[config.mk]
export PLATFORM = sky130hd
export DESIGN_NAME = hbe_queue
export DESIGN_NICKNAME = d
export VERILOG_FILES = /design/src/hbe_pkg.sv /design/src/hbe_queue.sv
export SDC_FILE = /design/constraint.sdc
export NUM_CORES = 1
export LEC_CHECK = 0
export ABC_AREA = 1
export BUFFER_PORTS_ARGS = -buffer_cell sky130_fd_sc_hd__buf_2
export CORE_ASPECT_RATIO = 1.4
export CORE_MARGIN = 2
export CORE_UTILIZATION = 30
export DETAILED_ROUTE_END_ITERATION = 6
export PLACE_DENSITY = 0.59
export SYNTH_ARGS = -nofsm -noshare
export SYNTH_HDL_FRONTEND = slang
export SYNTH_SLANG_ARGS = --single-unit
[constraint.sdc]
create_clock -name clk_i -period 2.15 [get_ports clk_i]
set_input_delay 0.43 -clock clk_i [delete_from_list [all_inputs] [get_ports clk_i]]
set_output_delay 0.43 -clock clk_i [all_outputs]
set_load 0.03 [all_outputs]
[src/hbe_pkg.sv]
// ----------------------------------------------------------------------------
// hbe_pkg
// Shared types and constants of the huffman bit encoder.
// ----------------------------------------------------------------------------
package hbe_pkg;

  localparam int unsigned MaxCodeLenC  = 64;
  localparam int unsigned NumSymbolsC  = 256;
  localparam int unsigned QueueDepthC  = 2;

  localparam int unsigned OpW          = 2;
  localparam int unsigned SymbolW      = 8;
  localparam int unsigned CodeValueW   = 64;
  localparam int unsigned CodeLengthW  = 7;
  localparam int unsigned ByteW        = 8;
  localparam int unsigned PadW         = 3;
  localparam int unsigned PendW        = 3;
  localparam int unsigned NeedW        = 4;

  typedef enum logic [OpW-1:0] {
    OpLoad   = 2'd0,
    OpEncode = 2'd1,
    OpFlush  = 2'd2
  } hbe_op_e;

  // back end status seen by the top level checks
  typedef struct packed {
    logic             busy;
    logic [PendW-1:0] pend_cnt;
  } hbe_back_status_t;

endpackage

[src/hbe_queue.sv]
// ----------------------------------------------------------------------------
// hbe_queue
// Short FIFO between the front and back parts.
// ----------------------------------------------------------------------------
module hbe_queue #(
  parameter int unsigned WIDTH = 8,
  parameter int unsigned DEPTH = hbe_pkg::QueueDepthC
) (
  input  logic             clk_i,
  input  logic             rst_ni,
  input  logic             push_valid_i,
  output logic             push_ready_o,
  input  logic [WIDTH-1:0] push_data_i,
  output logic             pop_valid_o,
  input  logic             pop_ready_i,
  output logic [WIDTH-1:0] pop_data_o
);

  localparam int unsigned PtrW = (DEPTH > 1) ? $clog2(DEPTH) : 1;
  localparam int unsigned CntW = $clog2(DEPTH + 1);

  logic [WIDTH-1:0] slot_q [DEPTH];
  logic [PtrW-1:0]  wr_ptr_q, wr_ptr_d;
  logic [PtrW-1:0]  rd_ptr_q, rd_ptr_d;
  logic [CntW-1:0]  count_q, count_d;
  logic             push, pop;

  assign push_ready_o = (count_q != CntW'(DEPTH));
  assign pop_valid_o  = (count_q != '0);
  assign push         = push_valid_i && push_ready_o;
  assign pop          = pop_valid_o && pop_ready_i;
  assign pop_data_o   = slot_q[rd_ptr_q];

  always_comb begin
    wr_ptr_d = wr_ptr_q;
    rd_ptr_d = rd_ptr_q;
    count_d  = count_q;
    if (push) begin
      wr_ptr_d = (wr_ptr_q == PtrW'(DEPTH - 1)) ? '0 : wr_ptr_q + 1'b1;
    end
    if (pop) begin
      rd_ptr_d = (rd_ptr_q == PtrW'(DEPTH - 1)) ? '0 : rd_ptr_q + 1'b1;
    end
    if (push && !pop) begin
      count_d = count_q + 1'b1;
    end else if (pop && !push) begin
      count_d = count_q - 1'b1;
    end
  end

  always_ff @(posedge clk_i or negedge rst_ni) begin
    if (!rst_ni) begin
      wr_ptr_q <= '0;
      rd_ptr_q <= '0;
      count_q  <= '0;
    end else begin
      wr_ptr_q <= wr_ptr_d;
      rd_ptr_q <= rd_ptr_d;
      count_q  <= count_d;
    end
  end

  always_ff @(posedge clk_i) begin
    if (push) begin
      slot_q[wr_ptr_q] <= push_data_i;
    end
  end

endmodule

==> results.yml, run 1 <==
clock_network:
  postCtsResizedCells: 0
  cts_inserted_buffers: 3
  cts_buffer_depth: 2
  ctsRootBufferMaster: "sky130_fd_sc_hd__clkbuf_4"
  cts-htree-levels: 1
  number_of_sinks_on_the_clock_net: 20
  cts_tree: "yes"
  clk_transition_reported_paths_ns: 0.10
  post-cts-setup-buffer-count: 0
  clk-insertion-delay-late_ns: 0.29
sta:
  fin_setup_tns_ns: 0
  slew_violations: 0
  rsz0062_at_grt: "false"
  final_min_period_over_clock_period_pct: 79.74
  setup_viol: 0
  finalHoldViolations: 0
  fmax_ghz: 0.5833
  worst_pin_slew_ns: 0.2997
  finalWorstPathRequiredPeriod_ns: 1.714
  timing.max_slew.rel_slack_pct: 79.95
  finalClockSkew_ns: 0.004136
worst_setup_path:
  crit_path_start_kind: "flop"
  worst_r2r_path_depth: 9
  required_ns: 1.72
  critical_path_peak_fanout: 10
  timing.critical_path.arrival_ns: 1.28
  critical_path.endpoint_type: "output pin"
  crit_type: "reg2out"
global_routing:
  grt_antenna_before_repair: 0
  grt_max_degree: 12
  gr-usage-met1_pct: 10.23
  gr-usage-met2_pct: 19.10
  number_of_global_route_vias_before_repair: 568
  track_usage_pct: 10.51
  grt.met3_usage_pct: 0.9050
  grt_first_pass_wirelength_um: 2387
  gr_ovfl_total: 0
  busiest_metal_layer_after_global_routing: "met2"
pwr:
  p_seq_share_pct: 41.3
  share_of_power_burned_in_combinational_logic_pct: 44.7
  power_report.internal_total_uw: 844.9
  power_leakage_uw: 0.0004782
  totalPowerFinal_uw: 1471
  peak_supply_drop_v: 0.0004636
  powerDensity_nw_per_um2: 1432
  power.switching_fraction_pct: 42.57
  power.clock.fraction_pct: 13.9
  power.net_switching_uw: 626.3
routing:
  drt_drc: 0
  first_iter_violations: 5
  detailedRoute.firstPassIterationCount: 4
  detail_route.wirelength_um: 1398
  dr_total_vias: 539
  avgRoutedWirePerCell_um: 10.51
  drt-vias-per-instance: 4.053
  final_antenna_net_count: 0
yosys:
  synth.lib_cells_used.distinct: 14
  synth.cell_area_um2: 827.0
  synth-edff-count: 16
  synth_async_sr_flop_share_pct: 20.00
  post_synthesis_average_cell_area_um2: 11.81
  yosysSeqAreaShare_pct: 70.20
  ys_ff_latch: 20
  ys.flop_type: "sky130_fd_sc_hd__edfxtp_1"
  syn_inst: 70
  synth.net_count: 83
  syn_warnings: 0
run:
  maxCapViolations: 0
floorplan:
  floorplan.initialDensity_pct: 31.63
  ioPinCount: 22
  core.rowCount: 22
  die_width_um: 48.38
  overall_die_height_um: 66.13
  design.core.area_um2: 2615
  design.die.area_um2: 3199
place:
  port_buffers: 21
  dp_hpwl_um: 1125
  gpl.final_weighted_congestion: 0.7073
final_layout:
  multi_input_area_um2: 209.0
  antenna-diode-count: 0
  nets: 111
  seqCellArea_um2: 580.6
  nFillCells: 263
  postLayoutCoreUtil_pct: 39.28
  areaGrowthSynthToFinish_pct: 24.21
  drive_above_1_share_pct: 36.08
min_path:
  worst_min_delay_path_class: "in2reg"
  worst_hold_path.num_cells: 1
run_status:
  run_status: "complete, no violations"
==> placed cells by master, fill, tap and decap left out, drive strengths merged <==
master	netlist	final
nand2	34	34
buf	1	23
edfxtp	16	16
inv	7	7
dfrtp	4	4
clkbuf	0	4
nor2	2	2
nand3	2	2
xor2	1	1
nand4	1	1
xnor2	1	1
ha	1	1
dlygate4sd3	0	1
==> synthesized netlist by cell type, types with 2 or more instances <==
master	instances	area, um^2
sky130_fd_sc_hd__nor2_1	2	7.510
sky130_fd_sc_hd__nand2_2	2	12.51
sky130_fd_sc_hd__inv_1	4	15.01
sky130_fd_sc_hd__inv_2	3	11.26
sky130_fd_sc_hd__edfxtp_1	16	480.5
sky130_fd_sc_hd__nand2_4	2	22.52
sky130_fd_sc_hd__nand3_1	2	10.01
sky130_fd_sc_hd__nand2_1	30	112.6
sky130_fd_sc_hd__dfrtp_1	4	100.1
==> sequential cells by signal (all words and copies together) (netlist names) <==
name      flops
rd_ptr_q      1
count_q       2
slot_q       16
wr_ptr_q      1
==> path summary, 6_finish.rpt <==
| kind | start | end | slack (ns) |
|---|---|---|---|
| max | rd_ptr_q | pop_data_o[0] | 0.44 |
| min | push_data_i[1] | slot_q[1][1] | 0.32 |
| max reg2reg | count_q[0] | count_q[1] | 0.77 |
| min reg2reg | count_q[0] | count_q[0] | 0.53 |
| max in group asynchronous | rst_ni | rd_ptr_q | 1.58 |
| min in group asynchronous | rst_ni | count_q[1] | 0.46 |
==> area by class of cell <==
| class | instances | share of cell area, % |
|---|---|---|
| Sequential cell | 20 | 56.52 |
| Multi-Input combinational cell | 42 | 20.34 |
| Timing Repair Buffer | 24 | 12.67 |
| Tap cell | 36 | 4.385 |
| Clock buffer | 4 | 3.532 |
| Inverter | 7 | 2.558 |
==> metal layers <==
metal / vias up / part of all wire, %
met5: - / 0
met4: 0 / 3.7
met3: 4 / 3.6
met2: 16 / 55
met1: 242 / 38
li1: 277 / -
==> power groups by stage <==
stage	clock, uW	combinational (uW)	sequential, uW
CTS	214	670	610
global placement	0	656	617
detailed placement	0	668	619
global route	226	732	623
finish	205	658	608
floorplan	0	523	587
==> repair_timing <==
item	CTS	global route
hold buffers	1	0
setup endpoints to repair	0	0
endpoints found under the hold margin	4	0
==> through the flow <==
step                cell area [um^2]  worst slack [ns]  cells  hold WS (ns)
CTS                             1027            0.3946    133        0.3074
global placement               980.9            0.7645    128        0.2431
finish                          1027            0.4356    133        0.3195
global route                    1027            0.2931    133        0.3074
floorplan                      827.0            0.7701     70        0.1344
detailed placement             980.9            0.7369    128        0.2429
==> worst max-delay path, cell delays in order (launching register included) <==
cell and delay (ns):
sky130_fd_sc_hd__dfrtp_1 0.49, sky130_fd_sc_hd__inv_2 0.17, sky130_fd_sc_hd__nand2_1 0.07, sky130_fd_sc_hd__nand2_1 0.06
sky130_fd_sc_hd__buf_2 0.19
==> cell families (layout without fill, tap and decap cells) <==
logic type               after synthesis  in the layout  synth area share, %
AND/OR/NAND/NOR                       39             39                20.73
flip-flops                            20             20                70.20
buffers and inverters                  8             35                4.538
XOR/XNOR                               2              2                3.026
adder cells (fa/ha/maj)                1              1                1.513
(Power assumes the default switching activity.)
==> run 2: changes to the inputs <==
--- a/config.mk
+++ b/config.mk
@@ -11,7 +11,7 @@
 export CORE_MARGIN = 2
 export CORE_UTILIZATION = 30
 export DETAILED_ROUTE_END_ITERATION = 6
-export PLACE_DENSITY = 0.59
+export PLACE_DENSITY = 0.61
 export SYNTH_ARGS = -nofsm -noshare
 export SYNTH_HDL_FRONTEND = slang
 export SYNTH_SLANG_ARGS = --single-unit
==> constraint.sdc (replaced) <==
create_clock -name clk_i -period 1.57 [get_ports clk_i]
set_input_delay 0.314 -clock clk_i [delete_from_list [all_inputs] [get_ports clk_i]]
set_output_delay 0.314 -clock clk_i [all_outputs]
set_load 0.03 [all_outputs]
==> run 2 against run 1 <==
Compared with the run above:
- core utilization is 1.4 points higher
- final cell count rose by 2.3%
- via count increased by 4.5%
- non-clock buffer count rose by 3
- power is 43% higher
- die area unchanged
- highest routed layer unchanged
- critical path depth unchanged
- register-to-register slack worse by 0.60 ns
- critical path type unchanged
- clock-buffer cell count unchanged
- sequential power up 38%
==> results.yml, run 2 (same netlist as run 1, synthesis figures left out) <==
pwr:
  power_leakage_uw: 0.0004914
  powerDensity_nw_per_um2: 1978
  peak_supply_drop_v: 0.0007036
sta:
  timing.max_slew.rel_slack_pct: 87.40
  final.hold.worst_slack_ns: 0.2091
  finalClockSkew_ns: 0.0007468
  slew_violations: 0
  worst_pin_slew_ns: 0.1890
  setup_viol: 0
  finalHoldViolations: 0
  final_min_period_over_clock_period_pct: 96.69
  fmax_ghz: 0.6587
  finalWorstPathRequiredPeriod_ns: 1.518
min_path:
  worst_min_delay_path_class: "in2reg"
  worst_hold_path.num_cells: 1
final_layout:
  biggestRegsByFlops: "slot_q x16, count_q x2"
  drive_above_1_share_pct: 38.00
  max_ffs_per_register: 16
  top_register: "slot_q"
  post-route-cell-area_um2: 1064
  antenna-diode-count: 0
  areaGrowthSynthToFinish_pct: 28.59
  nets: 114
  nFillCells: 260
  commonest_non_fill_non_tap_cell_in_the_layout: "sky130_fd_sc_hd__nand2_1"
  final_cell_mix: "sky130_fd_sc_hd__nand2_1, sky130_fd_sc_hd__buf_2, sky130_fd_sc_hd__edfxtp_1, sky130_fd_sc_hd__buf_4, sky130_fd_sc_hd__inv_1"
global_routing:
  number_of_global_route_vias_before_repair: 524
  grt_max_degree: 12
  grt_first_pass_wirelength_um: 2277
  grt_antenna_before_repair: 0
  gr_ovfl_total: 0
  track_usage_pct: 9.887
worst_setup_path:
  crit_path_start_kind: "flop"
  critical_path.endpoint_type: "output pin"
  reg2reg_setup_slack_ns: 0.17
  worst_r2r_path_depth: 9
  crit_type: "reg2out"
  timing.critical_path.arrival_ns: 1.20
  critical_path_peak_fanout: 5
  required_ns: 1.26
clock_network:
  cts_inserted_buffers: 3
  clk-insertion-delay-late_ns: 0.28
  clk_transition_reported_paths_ns: 0.10
  cts_tree: "yes"
  cts_buffer_depth: 2
  cts-htree-levels: 1
  ctsRootBufferMaster: "sky130_fd_sc_hd__clkbuf_4"
  number_of_sinks_on_the_clock_net: 20
routing:
  dr_total_vias: 563
  drt-vias-per-instance: 4.140
  first_iter_violations: 10
  detailedRoute.firstPassIterationCount: 6
  drt_drc: 0
  avgRoutedWirePerCell_um: 10.40
  detail_route.wirelength_um: 1415
  final_antenna_net_count: 0
floorplan:
  design.die.area_um2: 3199
  die_width_um: 48.38
  overall_die_height_um: 66.13
  floorplan.initialDensity_pct: 31.63
  core.rowCount: 22
  ioPinCount: 22
  design.core.area_um2: 2615
place:
  dpl_cell_area_um2: 980.9
  port_buffers: 21
  gpl.final_weighted_congestion: 0.6466
  dp_hpwl_um: 1032
run:
  maxCapViolations: 0
run_status:
  run_status: "complete, no violations"
[run 2: per-layer routing]
layer	share of wire (%)	vias up	GRT usage [%]
met3	4.5	2	2.036
met1	40	264	9.838
met4	2.4	0	8.571
met5	0	-	0
li1	-	284	-
met2	54	13	17.53
[run 2: area by class of cell]
class / count / area (um^2) / share of cell area [%]
clock buffer: 4 / 26.28 / 2.471
inverter: 7 / 31.28 / 2.941
multi-input combinational: 42 / 209.0 / 19.65
sequential: 20 / 581.8 / 54.71
tap: 36 / 45.04 / 4.235
timing repair buffer: 27 / 170.2 / 16.00
[run 2: final timing paths]
kind | to | startpoint
min reg2reg | count_q[0] | count_q[0]
max in group asynchronous | rd_ptr_q | rst_ni
min | slot_q[1][0] | push_data_i[0]
max | pop_data_o[7] | rd_ptr_q
min in group asynchronous | count_q[0] | rst_ni
max reg2reg | count_q[1] | count_q[0]
[run 2: what timing repair did]
item,4_1_cts,5_1_grt
setup endpoints to repair,8,8
endpoints found under the hold margin,4,0
hold buffers,1,0
setup buffers,2,1
resized for setup,2,5
[run 2: worst max-delay path, stage by stage (launching register included)]
cell and delay [ns]:
sky130_fd_sc_hd__dfrtp_2 0.49, sky130_fd_sc_hd__buf_12 0.16, sky130_fd_sc_hd__nand2_1 0.05, sky130_fd_sc_hd__nand2_1 0.05, sky130_fd_sc_hd__buf_2 0.17
[run 2: metrics by stage]
stage,power (uW),setup WS [ns],utilization (%),TNS (ns),cells
2_1_floorplan,1520,0.1901,-,0,70
3_3_place_gp,1733,0.2330,37.51,0,128
3_5_place_dp,1767,0.1909,37.51,0,128
4_1_cts,2091,0.02564,40.10,0,135
5_1_grt,2241,-0.00004519,40.67,-0.00004519,136
6_report,2104,0.05196,40.67,0,136
[run 2: where the power goes]
part	internal [uW]	leakage, uW	switching [uW]
Sequential	741	0.000195	97.0
Combinational	374	0.000281	655
Clock	98.5	0.0000150	138
==> run 3: changes to the inputs <==
--- a/config.mk
+++ b/config.mk
@@ -5,13 +5,15 @@
 export SDC_FILE = /design/constraint.sdc
 export NUM_CORES = 1
 export LEC_CHECK = 0
-export ABC_AREA = 1
+export ABC_AREA = 0
 export BUFFER_PORTS_ARGS = -buffer_cell sky130_fd_sc_hd__buf_2
+export CELL_PAD_IN_SITES_DETAIL_PLACEMENT = 0
+export CELL_PAD_IN_SITES_GLOBAL_PLACEMENT = 2
 export CORE_ASPECT_RATIO = 1.4
 export CORE_MARGIN = 2
 export CORE_UTILIZATION = 30
 export DETAILED_ROUTE_END_ITERATION = 6
-export PLACE_DENSITY = 0.61
+export PLACE_DENSITY = 0.79
 export SYNTH_ARGS = -nofsm -noshare
 export SYNTH_HDL_FRONTEND = slang
 export SYNTH_SLANG_ARGS = --single-unit
==> run 3 against run 2 <==
Compared with the run above:
- highest routed layer unchanged
- worst hold slack worse by 0.0096 ns
- non-clock buffer count down 1
- die area down 4.5%
- the run now ends with negative setup slack left
- register-to-register slack worse by 0.05 ns
==> results.yml, run 3 <==
routing:
  detail_route.wirelength_um: 1226
  first_iter_violations: 2
  dr_total_vias: 432
  detailedRoute.firstPassIterationCount: 2
  avgRoutedWirePerCell_um: 11.35
  drt_drc: 0
  final_antenna_net_count: 0
  drt-vias-per-instance: 4.000
yosys:
  synth.lib_cells_used.distinct: 14
  synthDominantCellAreaShare_pct: 61.05
  ys_top_cells_by_area: "sky130_fd_sc_hd__edfxtp_1, sky130_fd_sc_hd__dfrtp_1, sky130_fd_sc_hd__mux2_2"
  synthTopCellsByCount: "sky130_fd_sc_hd__edfxtp_1, sky130_fd_sc_hd__mux2_2, sky130_fd_sc_hd__dfrtp_1"
  syn_warnings: 0
  synth.net_count: 56
  ys.flop_type: "sky130_fd_sc_hd__edfxtp_1"
  synth_most_common_cell: "sky130_fd_sc_hd__edfxtp_1"
  ys_ff_latch: 20
  synth_largest_area_cell: "sky130_fd_sc_hd__edfxtp_1"
  synth-edff-count: 16
  yosysSeqAreaShare_pct: 73.77
  synth.cell_area_um2: 787.0
  synth_async_sr_flop_share_pct: 20.00
  post_synthesis_average_cell_area_um2: 18.30
  syn_inst: 43
floorplan:
  die_width_um: 47.29
  design.die.area_um2: 3055
  ioPinCount: 22
  design.core.area_um2: 2560
  floorplan.initialDensity_pct: 30.74
  overall_die_height_um: 64.60
  core.rowCount: 22
run:
  maxCapViolations: 0
final_layout:
  commonest_non_fill_non_tap_cell_in_the_layout: "sky130_fd_sc_hd__edfxtp_1"
  areaGrowthSynthToFinish_pct: 34.82
  top_register: "slot_q"
  final_cell_count_no_fill: 108
  drive_above_1_share_pct: 55.56
  max_ffs_per_register: 16
  biggestRegsByFlops: "slot_q x16, count_q x2"
  postLayoutCoreUtil_pct: 41.45
  final_cell_mix: "sky130_fd_sc_hd__edfxtp_1, sky130_fd_sc_hd__buf_2, sky130_fd_sc_hd__buf_6, sky130_fd_sc_hd__mux2_2"
  nFillCells: 248
  antenna-diode-count: 0
  nets: 86
sta:
  finalWorstPathRequiredPeriod_ns: 1.605
  finalClockSkew_ns: 0.003600
  rsz0062_at_grt: "true"
  slew_violations: 0
  fmax_ghz: 0.6232
  final_min_period_over_clock_period_pct: 102.2
  worst_pin_slew_ns: 0.3950
  postLayoutSetupSlackWorst_ns: -0.03459
  setup_viol: 8
  timing.max_slew.rel_slack_pct: 73.67
  finalHoldViolations: 0
worst_setup_path:
  path_common_cell: "sky130_fd_sc_hd__buf_6"
  reg2reg_setup_slack_ns: 0.12
  critical_path.endpoint_type: "output pin"
  critical_path_peak_fanout: 5
  cpPeakStageDelay_ns: 0.43
  crit_path_start_kind: "flop"
  required_ns: 1.26
  crit_type: "reg2out"
  crit_path_top_delay_cell: "sky130_fd_sc_hd__dfrtp_2"
  timing.critical_path.arrival_ns: 1.29
  worstReg2RegStart: "count_q[0]"
  timing.rr.end: "count_q[1]"
  cell_chain_critical_path: "buf_6 -> mux2_4 -> buf_6"
  worst_r2r_path_depth: 6
global_routing:
  grt_first_pass_wirelength_um: 2007
  gr_ovfl_total: 0
  track_usage_pct: 9.672
  number_of_global_route_vias_before_repair: 464
  grt_antenna_before_repair: 0
  grt_max_degree: 12
place:
  port_buffers: 21
  place_ws_ns: 0.1253
  gpl.final_weighted_congestion: 0.6205
  dp_hpwl_um: 907.4
  cell_count_after_placement: 100
clock_network:
  number_of_sinks_on_the_clock_net: 20
  cts-htree-levels: 1
  clk-insertion-delay-late_ns: 0.29
  ctsRootBufferMaster: "sky130_fd_sc_hd__clkbuf_4"
  cts_inserted_buffers: 3
  cts_tree: "yes"
  cts_buffer_depth: 2
  clk_transition_reported_paths_ns: 0.11
pwr:
  peak_supply_drop_v: 0.0006854
  totalPowerFinal_uw: 2094
  powerDensity_nw_per_um2: 1974
  power_leakage_uw: 0.0004303
run_status:
  violated_checks: "negative setup slack"
  run_status: "finished, violations left"
min_path:
  worst_hold_startpoint: "push_data_i[5]"
  worst_hold_path.num_cells: 1
  worst_min_delay_path_class: "in2reg"
  worst_hold_path.endpoint: "slot_q[0][5]"
## run 3: cell count changes in the layout (fill, tap and decap cells not counted), sizes merged, moves of 2 or more
| cell | before | now |
|---|---|---|
| nand2 | 34 | 2 |
| mux2 | 0 | 8 |
| inv | 6 | 1 |
| nand3 | 2 | 0 |
| xnor2 | 1 | 3 |
## run 3: layer usage
layer | GRT usage (%) | share of wire, % | vias up
li1 | - | - | 212
met5 | 0 | 0 | -
met4 | 6.250 | 0.65 | 0
met3 | 1.671 | 4.2 | 2
met1 | 11.72 | 37 | 209
met2 | 15.03 | 58 | 9
## run 3: cells by family (layout without fill, tap and decap cells)
group / count (synthesis) / in the layout / synth area share (%)
mux: 8 / 8 / 11.45
fa+ha+maj: 1 / 1 / 1.590
simple gates: 7 / 7 / 6.518
buf+inv: 2 / 31 / 1.112
flops: 20 / 20 / 73.77
xor+xnor: 5 / 5 / 5.565
## run 3: final cells by class
type                    instances  area [um^2]  share of cell area (%)
flip-flops and latches         20        581.8                   54.83
repair buffers                 26        202.7                   19.10
multi-input cells              21        201.4                   18.99
well taps                      36        45.04                   4.245
clock buffers                   3        22.52                   2.123
clock inverters                 1        3.754                  0.3538
inverters                       1        3.754                  0.3538
## run 3: report_power, final
part | leakage (uW) | internal, uW | switching [uW]
Sequential | 0.000194 | 744 | 77.8
Clock | 0.0000154 | 92.4 | 147
Combinational | 0.000221 | 505 | 527
Total | 0.000430 | 1340 | 752
## run 3: timing repair
item / in CTS / in global routing
endpoints found under the setup margin: 8 / 8
setup buffers: 3 / 0
resized for setup: 21 / 1
hold buffers: 1 / 0
hold endpoints to repair: 4 / 0
## run 3: worst max-delay path by stage
stage | startpoint | to | slack, ns | depth (start not counted)
after floorplan | count_q[0] | slot_q[0][0] | 0.13 | 3
after global placement | rd_ptr_q | pop_data_o[5] | 0.14 | 2
after detailed placement | rd_ptr_q | pop_data_o[5] | 0.13 | 2
after CTS | rd_ptr_q | pop_data_o[5] | -0.04 | 3
after global routing | rd_ptr_q | pop_data_o[1] | -0.09 | 3
final | rd_ptr_q | pop_data_o[5] | -0.03 | 3
## run 3: through the flow
stage	instance area, um^2	hold WS, ns	setup TNS [ns]
after CTS	1057	0.1853	-0.2578
final	1061	0.1995	-0.1788
after global placement	939.7	0.1281	0
after detailed placement	939.7	0.1281	0
after floorplan	787.0	0.01841	0
after global routing	1061	0.1839	-0.6229
## run 3: critical path, delay by kind of cell, from the launching register on
family | cells | cell delay (ns)
multiplexers | 1 | 0.30
flip-flops | 1 | 0.43
buffers and inverters | 2 | 0.27
