`config.mk`:
```
export PLATFORM = sky130hd
export DESIGN_NAME = hbe_back_flat
export DESIGN_NICKNAME = d
export VERILOG_FILES = /design/src/hbe_pkg.sv /design/src/hbe_out_if.sv /design/src/hbe_back.sv /design/src/flat_wrapper.sv
export SDC_FILE = /design/constraint.sdc
export NUM_CORES = 1
export LEC_CHECK = 0
export BUFFER_PORTS_ARGS = -buffer_cell sky130_fd_sc_hd__buf_2
export CAP_MARGIN = 20
export CORE_MARGIN = 8
export CORE_UTILIZATION = 61
export DETAILED_ROUTE_END_ITERATION = 12
export PLACE_DENSITY = 0.83
export SYNTH_ARGS = -nofsm -noshare
export SYNTH_HDL_FRONTEND = slang
export SYNTH_SLANG_ARGS = --single-unit
```
`constraint.sdc`:
```
create_clock -name clk_i -period 10.4 [get_ports clk_i]
set_input_delay 2.08 -clock clk_i [delete_from_list [all_inputs] [get_ports clk_i]]
set_output_delay 2.08 -clock clk_i [all_outputs]
set_load 0.005 [all_outputs]
```
`src/hbe_pkg.sv`:
```
// ----------------------------------------------------------------------------
// hbe_pkg
// Shared types and constants of the huffman bit encoder.
// ----------------------------------------------------------------------------
package hbe_pkg;

  localparam int unsigned MaxCodeLenC  = 64;
  localparam int unsigned NumSymbolsC  = 256;
  localparam int unsigned QueueDepthC  = 2;

  localparam int unsigned OpW          = 2;
  localparam int unsigned SymbolW      = 8;
  localparam int unsigned CodeValueW   = 64;
  localparam int unsigned CodeLengthW  = 7;
  localparam int unsigned ByteW        = 8;
  localparam int unsigned PadW         = 3;
  localparam int unsigned PendW        = 3;
  localparam int unsigned NeedW        = 4;

  typedef enum logic [OpW-1:0] {
    OpLoad   = 2'd0,
    OpEncode = 2'd1,
    OpFlush  = 2'd2
  } hbe_op_e;

  // back end status seen by the top level checks
  typedef struct packed {
    logic             busy;
    logic [PendW-1:0] pend_cnt;
  } hbe_back_status_t;

endpackage

```
`src/hbe_out_if.sv`:
```
// ----------------------------------------------------------------------------
// hbe_out_if
// Output channel: packed bytes and flush results.
// ----------------------------------------------------------------------------
interface hbe_out_if;
  import hbe_pkg::*;

  logic             valid;
  logic             ready;
  logic [ByteW-1:0] packed_byte;
  logic             byte_valid;
  logic [PadW-1:0]  pad_bits;
  logic             last;

  modport source (output valid, packed_byte, byte_valid, pad_bits, last, input ready);
  modport sink   (input valid, packed_byte, byte_valid, pad_bits, last, output ready);
endinterface

```
`src/hbe_back.sv`:
```
// ----------------------------------------------------------------------------
// hbe_back
// Packs code bits into bytes, one completed byte per cycle while the output slot is free, and flushes.
// ----------------------------------------------------------------------------
module hbe_back #(
  parameter int unsigned MAX_CODE_LEN = hbe_pkg::MaxCodeLenC,
  parameter int unsigned LEN_W        = $clog2(MAX_CODE_LEN + 1)
) (
  input  logic                     clk_i,
  input  logic                     rst_ni,
  input  logic                     pop_valid_i,
  output logic                     pop_ready_o,
  input  logic                     pop_flush_i,
  input  logic [LEN_W-1:0]         pop_len_i,
  input  logic [MAX_CODE_LEN-1:0]  pop_work_i,
  hbe_out_if.source                out_o,
  output hbe_pkg::hbe_back_status_t status_o
);
  import hbe_pkg::*;

  logic                    cur_valid_q, cur_valid_d;
  logic                    cur_flush_q;
  logic [LEN_W-1:0]        rem_q, rem_d;
  logic [MAX_CODE_LEN-1:0] work_q, work_d;
  logic [PendW-1:0]        cnt_q, cnt_d;
  logic [PendW+3:0]        acc_q, acc_d;

  logic                    out_valid_q, out_valid_d;
  logic [ByteW-1:0]        out_byte_q;
  logic                    out_bvalid_q;
  logic [PadW-1:0]         out_pad_q;
  logic                    out_last_q;

  logic [NeedW-1:0]        need;
  logic [ByteW-1:0]        top8, top8_next;
  logic [MAX_CODE_LEN-1:0] work_next;
  logic [LEN_W-1:0]        rem_next;
  logic [PendW-1:0]        rem_low;
  logic [ByteW+PendW+3:0]  acc_wide;
  logic                    emit, done, fire, slot_free, pop;
  logic [ByteW-1:0]        e_byte;
  logic                    e_bvalid;
  logic [PadW-1:0]         e_pad;
  logic                    e_last;
  logic [PendW-1:0]        n_cnt;
  logic [PendW+3:0]        n_acc;

  assign need      = NeedW'(8) - {1'b0, cnt_q};
  assign top8      = work_q[MAX_CODE_LEN-1 -: ByteW];
  assign work_next = work_q << need;
  assign rem_next  = rem_q - LEN_W'(need);
  assign top8_next = work_next[MAX_CODE_LEN-1 -: ByteW];
  assign rem_low   = rem_q[PendW-1:0];
  assign acc_wide  = {{ByteW{1'b0}}, acc_q} << need;

  always_comb begin
    emit     = 1'b0;
    done     = 1'b1;
    e_byte   = '0;
    e_bvalid = 1'b0;
    e_pad    = '0;
    e_last   = 1'b0;
    n_cnt    = cnt_q;
    n_acc    = acc_q;
    if (cur_flush_q) begin
      emit     = 1'b1;
      e_byte   = acc_wide[ByteW-1:0];
      e_bvalid = (cnt_q != '0);
      e_pad    = (cnt_q != '0) ? need[PadW-1:0] : '0;
      e_last   = 1'b1;
      n_cnt    = '0;
      n_acc    = '0;
    end else if (rem_q >= LEN_W'(need)) begin
      // a byte completes; leftover bits under a byte stay pending
      emit     = 1'b1;
      e_byte   = acc_wide[ByteW-1:0] | (top8 >> cnt_q);
      e_bvalid = 1'b1;
      if (rem_next < LEN_W'(8)) begin
        e_last = 1'b1;
        n_cnt  = rem_next[PendW-1:0];
        n_acc  = (PendW+4)'(top8_next >> (NeedW'(8) - {1'b0, rem_next[PendW-1:0]}));
      end else begin
        done  = 1'b0;
        n_cnt = '0;
        n_acc = '0;
      end
    end else begin
      n_cnt = cnt_q + rem_low;
      n_acc = (PendW+4)'((acc_q << rem_low) |
                         (PendW+4)'(top8 >> (NeedW'(8) - {1'b0, rem_low})));
    end
  end

  assign slot_free   = !out_valid_q || out_o.ready;
  assign fire        = cur_valid_q && (!emit || slot_free);
  assign pop_ready_o = !cur_valid_q || (fire && done);
  assign pop         = pop_valid_i && pop_ready_o;

  always_comb begin
    cur_valid_d = cur_valid_q;
    rem_d       = rem_q;
    work_d      = work_q;
    cnt_d       = cnt_q;
    acc_d       = acc_q;
    out_valid_d = out_valid_q;
    if (out_o.ready) begin
      out_valid_d = 1'b0;
    end
    if (fire) begin
      cnt_d = n_cnt;
      acc_d = n_acc;
      if (emit) begin
        out_valid_d = 1'b1;
      end
      if (done) begin
        cur_valid_d = 1'b0;
      end else begin
        work_d = work_next;
        rem_d  = rem_next;
      end
    end
    if (pop) begin
      cur_valid_d = 1'b1;
      rem_d       = pop_len_i;
      work_d      = pop_work_i;
    end
  end

  always_ff @(posedge clk_i or negedge rst_ni) begin
    if (!rst_ni) begin
      cur_valid_q <= 1'b0;
      cnt_q       <= '0;
      acc_q       <= '0;
      out_valid_q <= 1'b0;
    end else begin
      cur_valid_q <= cur_valid_d;
      cnt_q       <= cnt_d;
      acc_q       <= acc_d;
      out_valid_q <= out_valid_d;
    end
  end

  always_ff @(posedge clk_i) begin
    rem_q  <= rem_d;
    work_q <= work_d;
    if (pop) begin
      cur_flush_q <= pop_flush_i;
    end
    if (fire && emit) begin
      out_byte_q   <= e_byte;
      out_bvalid_q <= e_bvalid;
      out_pad_q    <= e_pad;
      out_last_q   <= e_last;
    end
  end

  assign out_o.valid       = out_valid_q;
  assign out_o.packed_byte = out_byte_q;
  assign out_o.byte_valid  = out_bvalid_q;
  assign out_o.pad_bits    = out_pad_q;
  assign out_o.last        = out_last_q;

  assign status_o.busy     = cur_valid_q;
  assign status_o.pend_cnt = cnt_q;

endmodule

```
`src/flat_wrapper.sv`:
```
// flat-port wrapper written by rule: the top's interface ports become plain ports
module hbe_back_flat import hbe_pkg::*;
#(
  parameter int unsigned MAX_CODE_LEN = hbe_pkg::MaxCodeLenC,
  parameter int unsigned LEN_W        = $clog2(MAX_CODE_LEN + 1)
)
  (clk_i, rst_ni, pop_valid_i, pop_ready_o, pop_flush_i, pop_len_i, pop_work_i, status_o, out_o_valid, out_o_packed_byte, out_o_byte_valid, out_o_pad_bits, out_o_last, out_o_ready);
  hbe_out_if out_o_i ();
  input  logic clk_i;
  input  logic rst_ni;
  input  logic pop_valid_i;
  output logic pop_ready_o;
  input  logic pop_flush_i;
  input  logic [LEN_W-1:0] pop_len_i;
  input  logic [MAX_CODE_LEN-1:0] pop_work_i;
  output hbe_pkg::hbe_back_status_t status_o;
  output wire logic [$bits(out_o_i.valid)-1:0] out_o_valid;
  output wire logic [$bits(out_o_i.packed_byte)-1:0] out_o_packed_byte;
  output wire logic [$bits(out_o_i.byte_valid)-1:0] out_o_byte_valid;
  output wire logic [$bits(out_o_i.pad_bits)-1:0] out_o_pad_bits;
  output wire logic [$bits(out_o_i.last)-1:0] out_o_last;
  input wire logic [$bits(out_o_i.ready)-1:0] out_o_ready;
  assign out_o_valid = out_o_i.valid;
  assign out_o_packed_byte = out_o_i.packed_byte;
  assign out_o_byte_valid = out_o_i.byte_valid;
  assign out_o_pad_bits = out_o_i.pad_bits;
  assign out_o_last = out_o_i.last;
  assign out_o_i.ready = out_o_ready;
  hbe_back #(.MAX_CODE_LEN(MAX_CODE_LEN), .LEN_W(LEN_W)) u_core (.clk_i(clk_i), .rst_ni(rst_ni), .pop_valid_i(pop_valid_i), .pop_ready_o(pop_ready_o), .pop_flush_i(pop_flush_i), .pop_len_i(pop_len_i), .pop_work_i(pop_work_i), .out_o(out_o_i), .status_o(status_o));
endmodule
```
==> impl_summary.txt, run 1 <==
----------------------------------------------------
[Run]
  Maximum capacitance violations ... 0

[Finish]
  Number of nets in the layout ... 1056
  Area overhead of the layout relative to synthesis ... 8.48%
  Top library cells by usage in the layout, fill and taps aside ... sky130_fd_sc_hd__nand2_1 (135), sky130_fd_sc_hd__nor2_1 (106), sky130_fd_sc_hd__buf_2 (94), sky130_fd_sc_hd__a21oi_1 (85), sky130_fd_sc_hd__edfxtp_1 (85)
  Finished layout cell area ... 9270 um^2
  Number of non-filler instances in the completed layout ... 1154
  Leading cell type in the layout, fill and taps excluded ... sky130_fd_sc_hd__nand2_1
  Share of post-route cells with drive strength above 1 ... 0.207
  Antenna cells ... 0

[STA]
  Min Tclk post-route ... 7.39 ns
  Fin Clk Skew ... 0.00871 ns
  Fin. max-slew vios ... 0
  Fin crit share ... 0.710
  Sum Neg Setup Slack ... 0 ns
  Relative max-transition margin ... 0.290
  Fmax ... 0.135 GHz
  Measured slew at the worst slew-check pin ... 1.07 ns
  RSZ-0062 raised after global routing ... no
  Final setup vio count ... 0
  Endpoints failing hold ... 0

[Placement]
  Number of buffer cells added on primary ports ... 94
  Final weighted congestion in routability-driven placement ... 0.919
  Cell count after placement ... 1137
  Placed inst area ... 8970 um^2
  Post-detail-place hpwl ... 16800 um

[Floorplanning]
  Placeable core region ... 13800 um^2
  Chip width ... 134 um
  Height of the die ... 134 um
  Initial core utilization ... 0.620
  IO Pins ... 95
  Die area ... 18000 um^2
  Std-Cell Rows ... 43

[Worst setup path]
  Endpoint type of the worst setup path ... output port
  Worst reg2reg path endpoint ... u_core.work_q[60]$_DFFE_PP_
  Critical setup path kind ... register to output port
  Critical Path RT ... 8.32 ns
  Worst Setup Start Kind ... register
  Cell count of the worst reg-to-reg path ... 12
  Critical register-to-register path startpoint ... u_core.cnt_q[0]$_DFFE_PN0P_
  Worst reg2reg setup slack ... 3.93 ns
  Critical path peak fanout ... 81
  Worst Path Arrival ... 5.31 ns

[Global routing]
  First-pass GRT wire length ... 38000 um
  Antenna violations before repair ... 0
  Vias in the first global route ... 7204
  Maximum number of pins on one net before global-route repair ... 82
  Global-route total usage across every layer ... 0.260
  Overall overflow remaining after global route ... 0

[Clocking]
  Total clock sinks ... 97
  Master cell of the clock root buffer ... sky130_fd_sc_hd__clkbuf_16
  Post-CTS Resized ... 0
  Total of hold buffers inserted after clock tree synthesis ... 0
  Num CTS Buffers ... 9
  CTS tree ... yes
  Max clock buf depth ... 2
  Total setup buffers inserted after CTS ... 0
  Deepest level of the CTS H-tree ... 3
  Clock latency on the worst-skew pair ... 0.36 ns
  Clock-pin transition on the worst setup and hold timing paths ... 0.07 ns

[Synth]
  Unique masters post-synth ... 71
  Count of flip-flops with a built-in enable after synthesis ... 85
  Total standard cell area after synthesis ... 8540 um^2
  Synthesized netlist cell count ... 936
  Synth Area per Inst ... 9.13 um^2
  Sequential cell area fraction in the yosys report ... 0.334
  Synth top area share ... 0.299
  Main area contributors after synthesis ... sky130_fd_sc_hd__edfxtp_1 (30%), sky130_fd_sc_hd__mux4_2 (11%), sky130_fd_sc_hd__mux2i_1 (7.3%)
  Library cell occupying the most area in the post-synthesis netlist ... sky130_fd_sc_hd__edfxtp_1
  Number of warnings printed during yosys synthesis ... 0
  Most common flop cell mapped by yosys ... sky130_fd_sc_hd__edfxtp_1
  Register bit count reported by yosys ... 97
  Share of flip-flops with an asynchronous set or reset after synthesis ... 0.124
  Net Count, Synth ... 1023

[Routing]
  Final routed DRC violation total ... 0
  Number of vias per cell after detailed routing ... 6.72
  Iteration count of the initial detailed-routing pass ... 6
  Number of vias in the routed layout ... 7755
  Number of DRC violations after detailed-routing iteration 0 ... 1080
  Wirelength, routed ... 23700 um
  Number of antenna-violating nets in the routed design ... 0
  Wirelength per Cell ... 20.5 um

[Min path]
  Number of cells traversed by the worst hold path ... 2
  Worst min-delay path endpoint ... u_core.acc_q[6]$_DFFE_PN0P_
  Start point of the worst hold path ... u_core.acc_q[6]$_DFFE_PN0P_
  Hold Crit Class ... register to register

[Outcome]
  Run status ... finished clean

----------------------------------------------------
## routing by layer
metal | vias to the layer above | GRT usage | share of wire
li1 | 3550 | - | -
met3 | 47 | 0.0636 | 0.11
met1 | 3668 | 0.354 | 0.41
met4 | 0 | 0.0823 | 0.022
met2 | 490 | 0.400 | 0.46
met5 | - | 0 | 0
## worst max-delay path, stage by stage, from the launching register on
cell and delay [ns]:
sky130_fd_sc_hd__dfrtp_4 0.89, sky130_fd_sc_hd__inv_1 0.59, sky130_fd_sc_hd__ha_4 0.44, sky130_fd_sc_hd__buf_4 0.79
sky130_fd_sc_hd__inv_1 0.39, sky130_fd_sc_hd__ha_1 0.42, sky130_fd_sc_hd__nor2b_1 0.22, sky130_fd_sc_hd__a211oi_1 0.10
sky130_fd_sc_hd__a211o_1 0.36, sky130_fd_sc_hd__a221o_1 0.35, sky130_fd_sc_hd__nand2_1 0.10, sky130_fd_sc_hd__a21o_1 0.14
sky130_fd_sc_hd__buf_2 0.11
## synth_stat cells (11+ instances only)
cell type                  instances
sky130_fd_sc_hd__mux2i_1          62
sky130_fd_sc_hd__nor2_1          106
sky130_fd_sc_hd__mux4_2           43
sky130_fd_sc_hd__edfxtp_1         85
sky130_fd_sc_hd__buf_2            26
sky130_fd_sc_hd__and3_1           12
sky130_fd_sc_hd__clkbuf_1         39
sky130_fd_sc_hd__o21a_1           15
sky130_fd_sc_hd__o21ai_0          62
sky130_fd_sc_hd__inv_1            17
sky130_fd_sc_hd__mux2_2           21
sky130_fd_sc_hd__a21oi_1          85
sky130_fd_sc_hd__nand2_1         135
sky130_fd_sc_hd__mux2_1           16
sky130_fd_sc_hd__nand3_1          11
sky130_fd_sc_hd__dfrtp_1          12
sky130_fd_sc_hd__nor3_1           14
sky130_fd_sc_hd__a211oi_1         19
## worst max path at each step
stage	startpoint	end	slack [ns]	cells after the start
CTS	u_core.cnt_q[0]$_DFFE_PN0P_	pop_ready_o	3.07	12
finish	u_core.cnt_q[0]$_DFFE_PN0P_	pop_ready_o	3.01	12
detailed placement	u_core.cnt_q[0]$_DFFE_PN0P_	pop_ready_o	3.47	12
floorplan	u_core.cnt_q[0]$_DFFE_PN0P_	u_core.rem_q[0]$_DFFE_PP_	1.01	17
global placement	u_core.cnt_q[0]$_DFFE_PN0P_	pop_ready_o	3.59	11
global route	u_core.cnt_q[0]$_DFFE_PN0P_	pop_ready_o	2.68	12
## stage by stage
step	hold WS [ns]	utilization	setup slack, ns
2_1_floorplan	0.478	-	1.01
3_3_place_gp	0.506	0.652	3.59
3_5_place_dp	0.510	0.652	3.47
4_1_cts	0.532	0.672	3.07
5_1_grt	0.549	0.673	2.68
6_report	0.540	0.673	3.01
## cell families after synthesis
logic type      synth area share
simple gates               0.163
xor+xnor                 0.00923
mux                        0.235
compound gates             0.188
buf+inv                   0.0530
flops                      0.334
fa+ha+maj                 0.0179
## area by class of cell
class | instances | area [um^2]
multi-input combinational | 738 | 5280
fill | 1132 | 4500
sequential | 97 | 2860
timing repair buffer | 104 | 552
clock buffer | 9 | 225
tap | 180 | 225
inverter | 19 | 71.3
clock inverter | 7 | 56.3
## state kept, by name (all words and copies together) (netlist names)
register,flops
u_core.cnt_q,3
u_core.out_o.valid,1
u_core.out_o.byte_valid,1
u_core.out_o.pad_bits,3
u_core.acc_q,7
u_core.work_q,64
u_core.rem_q,7
u_core.cur_flush_q,1
u_core.cur_valid_q,1
u_core.out_o.packed_byte,8
u_core.out_o.last,1
Power of run 1 is not shown: default switching activity piles up to over one toggle a cycle in this logic, so the estimate is an artifact.
==> run 2: changes to the inputs <==
--- a/config.mk
+++ b/config.mk
@@ -8,9 +8,9 @@
 export BUFFER_PORTS_ARGS = -buffer_cell sky130_fd_sc_hd__buf_2
 export CAP_MARGIN = 20
 export CORE_MARGIN = 8
-export CORE_UTILIZATION = 61
+export CORE_UTILIZATION = 55
 export DETAILED_ROUTE_END_ITERATION = 12
-export PLACE_DENSITY = 0.83
+export PLACE_DENSITY = 0.79
 export SYNTH_ARGS = -nofsm -noshare
 export SYNTH_HDL_FRONTEND = slang
 export SYNTH_SLANG_ARGS = --single-unit
==> constraint.sdc (replaced) <==
create_clock -name clk_i -period 6.2 [get_ports clk_i]
set_input_delay 1.24 -clock clk_i [delete_from_list [all_inputs] [get_ports clk_i]]
set_output_delay 1.24 -clock clk_i [all_outputs]
set_load 0.005 [all_outputs]
==> run 2 against run 1 <==
Setup slack got worse by 2.1 ns. Die area rose by 9.6%. Flip-flop and latch count did not move. Critical path depth fell by 1. Via count rose by 0.58%. Non-clock buffer count rose by 1. Register-to-register slack got worse by 2.8 ns. First-iteration DRC count rose by 30%. Cell count rose by 0.78%. Cell area rose by 1.1%. Critical path type unchanged. Worst hold slack improved by 0.071 ns. Sequential share of layout area fell by 0.34 points.
==> impl_summary.txt, run 2 (same netlist as run 1, synthesis figures left out) <==
----------------------------------------------------
[Outcome]
  Run status ... finished clean

[Clocking]
  Total of hold buffers inserted after clock tree synthesis ... 0 (unchanged)
  Total setup buffers inserted after CTS ... 0 (unchanged)
  Master cell of the clock root buffer ... sky130_fd_sc_hd__clkbuf_16
  Deepest level of the CTS H-tree ... 3 (unchanged)
  Post-CTS Resized ... 0 (unchanged)
  Num CTS Buffers ... 9 (unchanged)
  Max clock buf depth ... 2 (unchanged)
  CTS tree ... yes
  Total clock sinks ... 97 (unchanged)
  Clock latency on the worst-skew pair ... 0.37 ns (about the same)
  Clock-pin transition on the worst setup and hold timing paths ... 0.07 ns (about the same)

[Floorplanning]
  Die area ... 19800 um^2 (+9.6%)
  Std-Cell Rows ... 45 (+4.7%)
  Initial core utilization ... 0.562 (-0.0583)
  Height of the die ... 141 um (+4.7%)
  IO Pins ... 95 (unchanged)
  Placeable core region ... 15200 um^2 (+10%)
  Chip width ... 141 um (+4.7%)

[Worst setup path]
  Worst Path Arrival ... 4.05 ns (-1.26 ns)
  Critical path peak fanout ... 36 (-56%)
  Worst Setup Start Kind ... register
  Endpoint type of the worst setup path ... output port
  Worst reg2reg setup slack ... 1.10 ns (-2.83 ns)
  Cell count of the worst reg-to-reg path ... 11 (-1)
  Critical register-to-register path startpoint ... u_core.cnt_q[1]$_DFFE_PN0P_
  Worst reg2reg path endpoint ... u_core.work_q[32]$_DFFE_PP_
  Critical Path RT ... 4.96 ns (-3.36 ns)
  Critical setup path kind ... register to output port

[STA]
  Fin crit share ... 0.853
  Measured slew at the worst slew-check pin ... 0.921 ns (-0.145 ns)
  Endpoints failing hold ... 0 (unchanged)
  RSZ-0062 raised after global routing ... no
  Relative max-transition margin ... 0.382 (+0.0924)
  Fmax ... 0.189 GHz
  Min Tclk post-route ... 5.29 ns
  Fin. max-slew vios ... 0 (unchanged)
  Sum Neg Setup Slack ... 0 ns (unchanged)
  Fin Clk Skew ... 0.0104 ns (+0.00166 ns)
  Final setup vio count ... 0 (unchanged)

[Finish]
  Leading cell type in the layout, fill and taps excluded ... sky130_fd_sc_hd__nand2_1
  Share of post-route cells with drive strength above 1 ... 0.207 (-0.000213)
  Number of non-filler instances in the completed layout ... 1163 (+0.78%)
  Number of filler instances in the final layout ... 1277 (+13%)
  Max FFs per register ... 64 (unchanged)
  Area overhead of the layout relative to synthesis ... 9.69%
  Top library cells by usage in the layout, fill and taps aside ... sky130_fd_sc_hd__nand2_1 (135), sky130_fd_sc_hd__nor2_1 (106), sky130_fd_sc_hd__buf_2 (94), sky130_fd_sc_hd__a21oi_1 (85), sky130_fd_sc_hd__edfxtp_1 (85)
  Most flop-heavy register ... u_core.work_q
  Number of nets in the layout ... 1057 (+0.095%)
  Antenna cells ... 0 (unchanged)

[Min path]
  Number of cells traversed by the worst hold path ... 2 (unchanged)
  Worst min-delay path endpoint ... u_core.acc_q[6]$_DFFE_PN0P_
  Start point of the worst hold path ... u_core.acc_q[6]$_DFFE_PN0P_
  Hold Crit Class ... register to register

[Routing]
  Iteration count of the initial detailed-routing pass ... 6 (unchanged)
  Final routed DRC violation total ... 0 (unchanged)
  Wirelength per Cell ... 21.1 um (+2.8%)
  Number of antenna-violating nets in the routed design ... 0 (unchanged)
  Number of DRC violations after detailed-routing iteration 0 ... 1401 (+30%)
  Wirelength, routed ... 24500 um (+3.6%)
  Number of vias in the routed layout ... 7800 (+0.58%)
  Number of vias per cell after detailed routing ... 6.71 (-0.20%)

[Global routing]
  First-pass GRT wire length ... 38500 um (+1.3%)
  Global-route total usage across every layer ... 0.243 (-0.0177)
  Met1 demand-to-capacity share in global routing ... 0.330 (-0.0241)
  Antenna violations before repair ... 0 (unchanged)
  Maximum number of pins on one net before global-route repair ... 118 (+44%)
  Most heavily used metal layer in global routing ... met2
  Vias in the first global route ... 7208 (+0.056%)
  Met2 Usage GRT ... 0.371 (-0.0287)
  Met3 Resource Use GR ... 0.0496 (-0.0139)
  Overall overflow remaining after global route ... 0 (unchanged)

[Placement]
  Final weighted congestion in routability-driven placement ... 0.988 (+7.5%)
  Post-detail-place hpwl ... 17100 um (+1.8%)
  Cell count after placement ... 1146 (+0.79%)
  Number of buffer cells added on primary ports ... 94 (unchanged)

[Run]
  Maximum capacitance violations ... 0 (unchanged)

----------------------------------------------------
-- run 2: routing by layer --
metal,share of wire,vias to the layer above
li1,-,3562
met1,0.42,3683
met2,0.46,501
met3,0.098,54
met4,0.028,0
met5,0,-
-- run 2: worst max-delay path: stages (launching register included) --
cell,delay [ns]
sky130_fd_sc_hd__dfrtp_1,0.71
sky130_fd_sc_hd__inv_1,0.30
sky130_fd_sc_hd__ha_4,0.64
sky130_fd_sc_hd__inv_1,0.26
sky130_fd_sc_hd__ha_1,0.36
sky130_fd_sc_hd__nor2b_1,0.21
sky130_fd_sc_hd__a211oi_1,0.10
sky130_fd_sc_hd__a211o_1,0.34
sky130_fd_sc_hd__a221o_1,0.35
sky130_fd_sc_hd__nand2_1,0.14
sky130_fd_sc_hd__a21o_1,0.15
sky130_fd_sc_hd__buf_2,0.11
-- run 2: through the flow --
stage | cell area [um^2] | utilization | hold WS [ns] | worst slack (ns)
after floorplan | 8550 | - | 0.478 | 0.0597
after global placement | 9020 | 0.593 | 0.593 | 1.43
after detailed placement | 9020 | 0.593 | 0.588 | 1.22
after CTS | 9360 | 0.616 | 0.604 | 0.975
after global routing | 9370 | 0.617 | 0.613 | 0.663
final | 9370 | 0.617 | 0.611 | 0.909
-- run 2: cell type report --
type                    instances  area (um^2)  area share
clock inverters                 5          103      0.0109
inverters                      19         71.3     0.00761
multi-input cells             738         5280       0.564
well taps                     188          235      0.0251
repair buffers                105          582      0.0621
clock buffers                  11          243      0.0259
flip-flops and latches         97         2860       0.305
-- run 2: worst max-delay path by stage --
stage	start	end	slack (ns)	cells after the start
after floorplan	u_core.cnt_q[0]$_DFFE_PN0P_	u_core.rem_q[0]$_DFFE_PP_	0.06	17
after global placement	u_core.cnt_q[0]$_DFFE_PN0P_	u_core.work_q[48]$_DFFE_PP_	1.43	11
after detailed placement	u_core.cnt_q[1]$_DFFE_PN0P_	u_core.work_q[48]$_DFFE_PP_	1.22	11
after CTS	u_core.cnt_q[0]$_DFFE_PN0P_	pop_ready_o	0.97	11
after global routing	u_core.cnt_q[1]$_DFFE_PN0P_	pop_ready_o	0.66	11
final	u_core.cnt_q[1]$_DFFE_PN0P_	pop_ready_o	0.91	11
Power of run 2 is left out for the same reason.
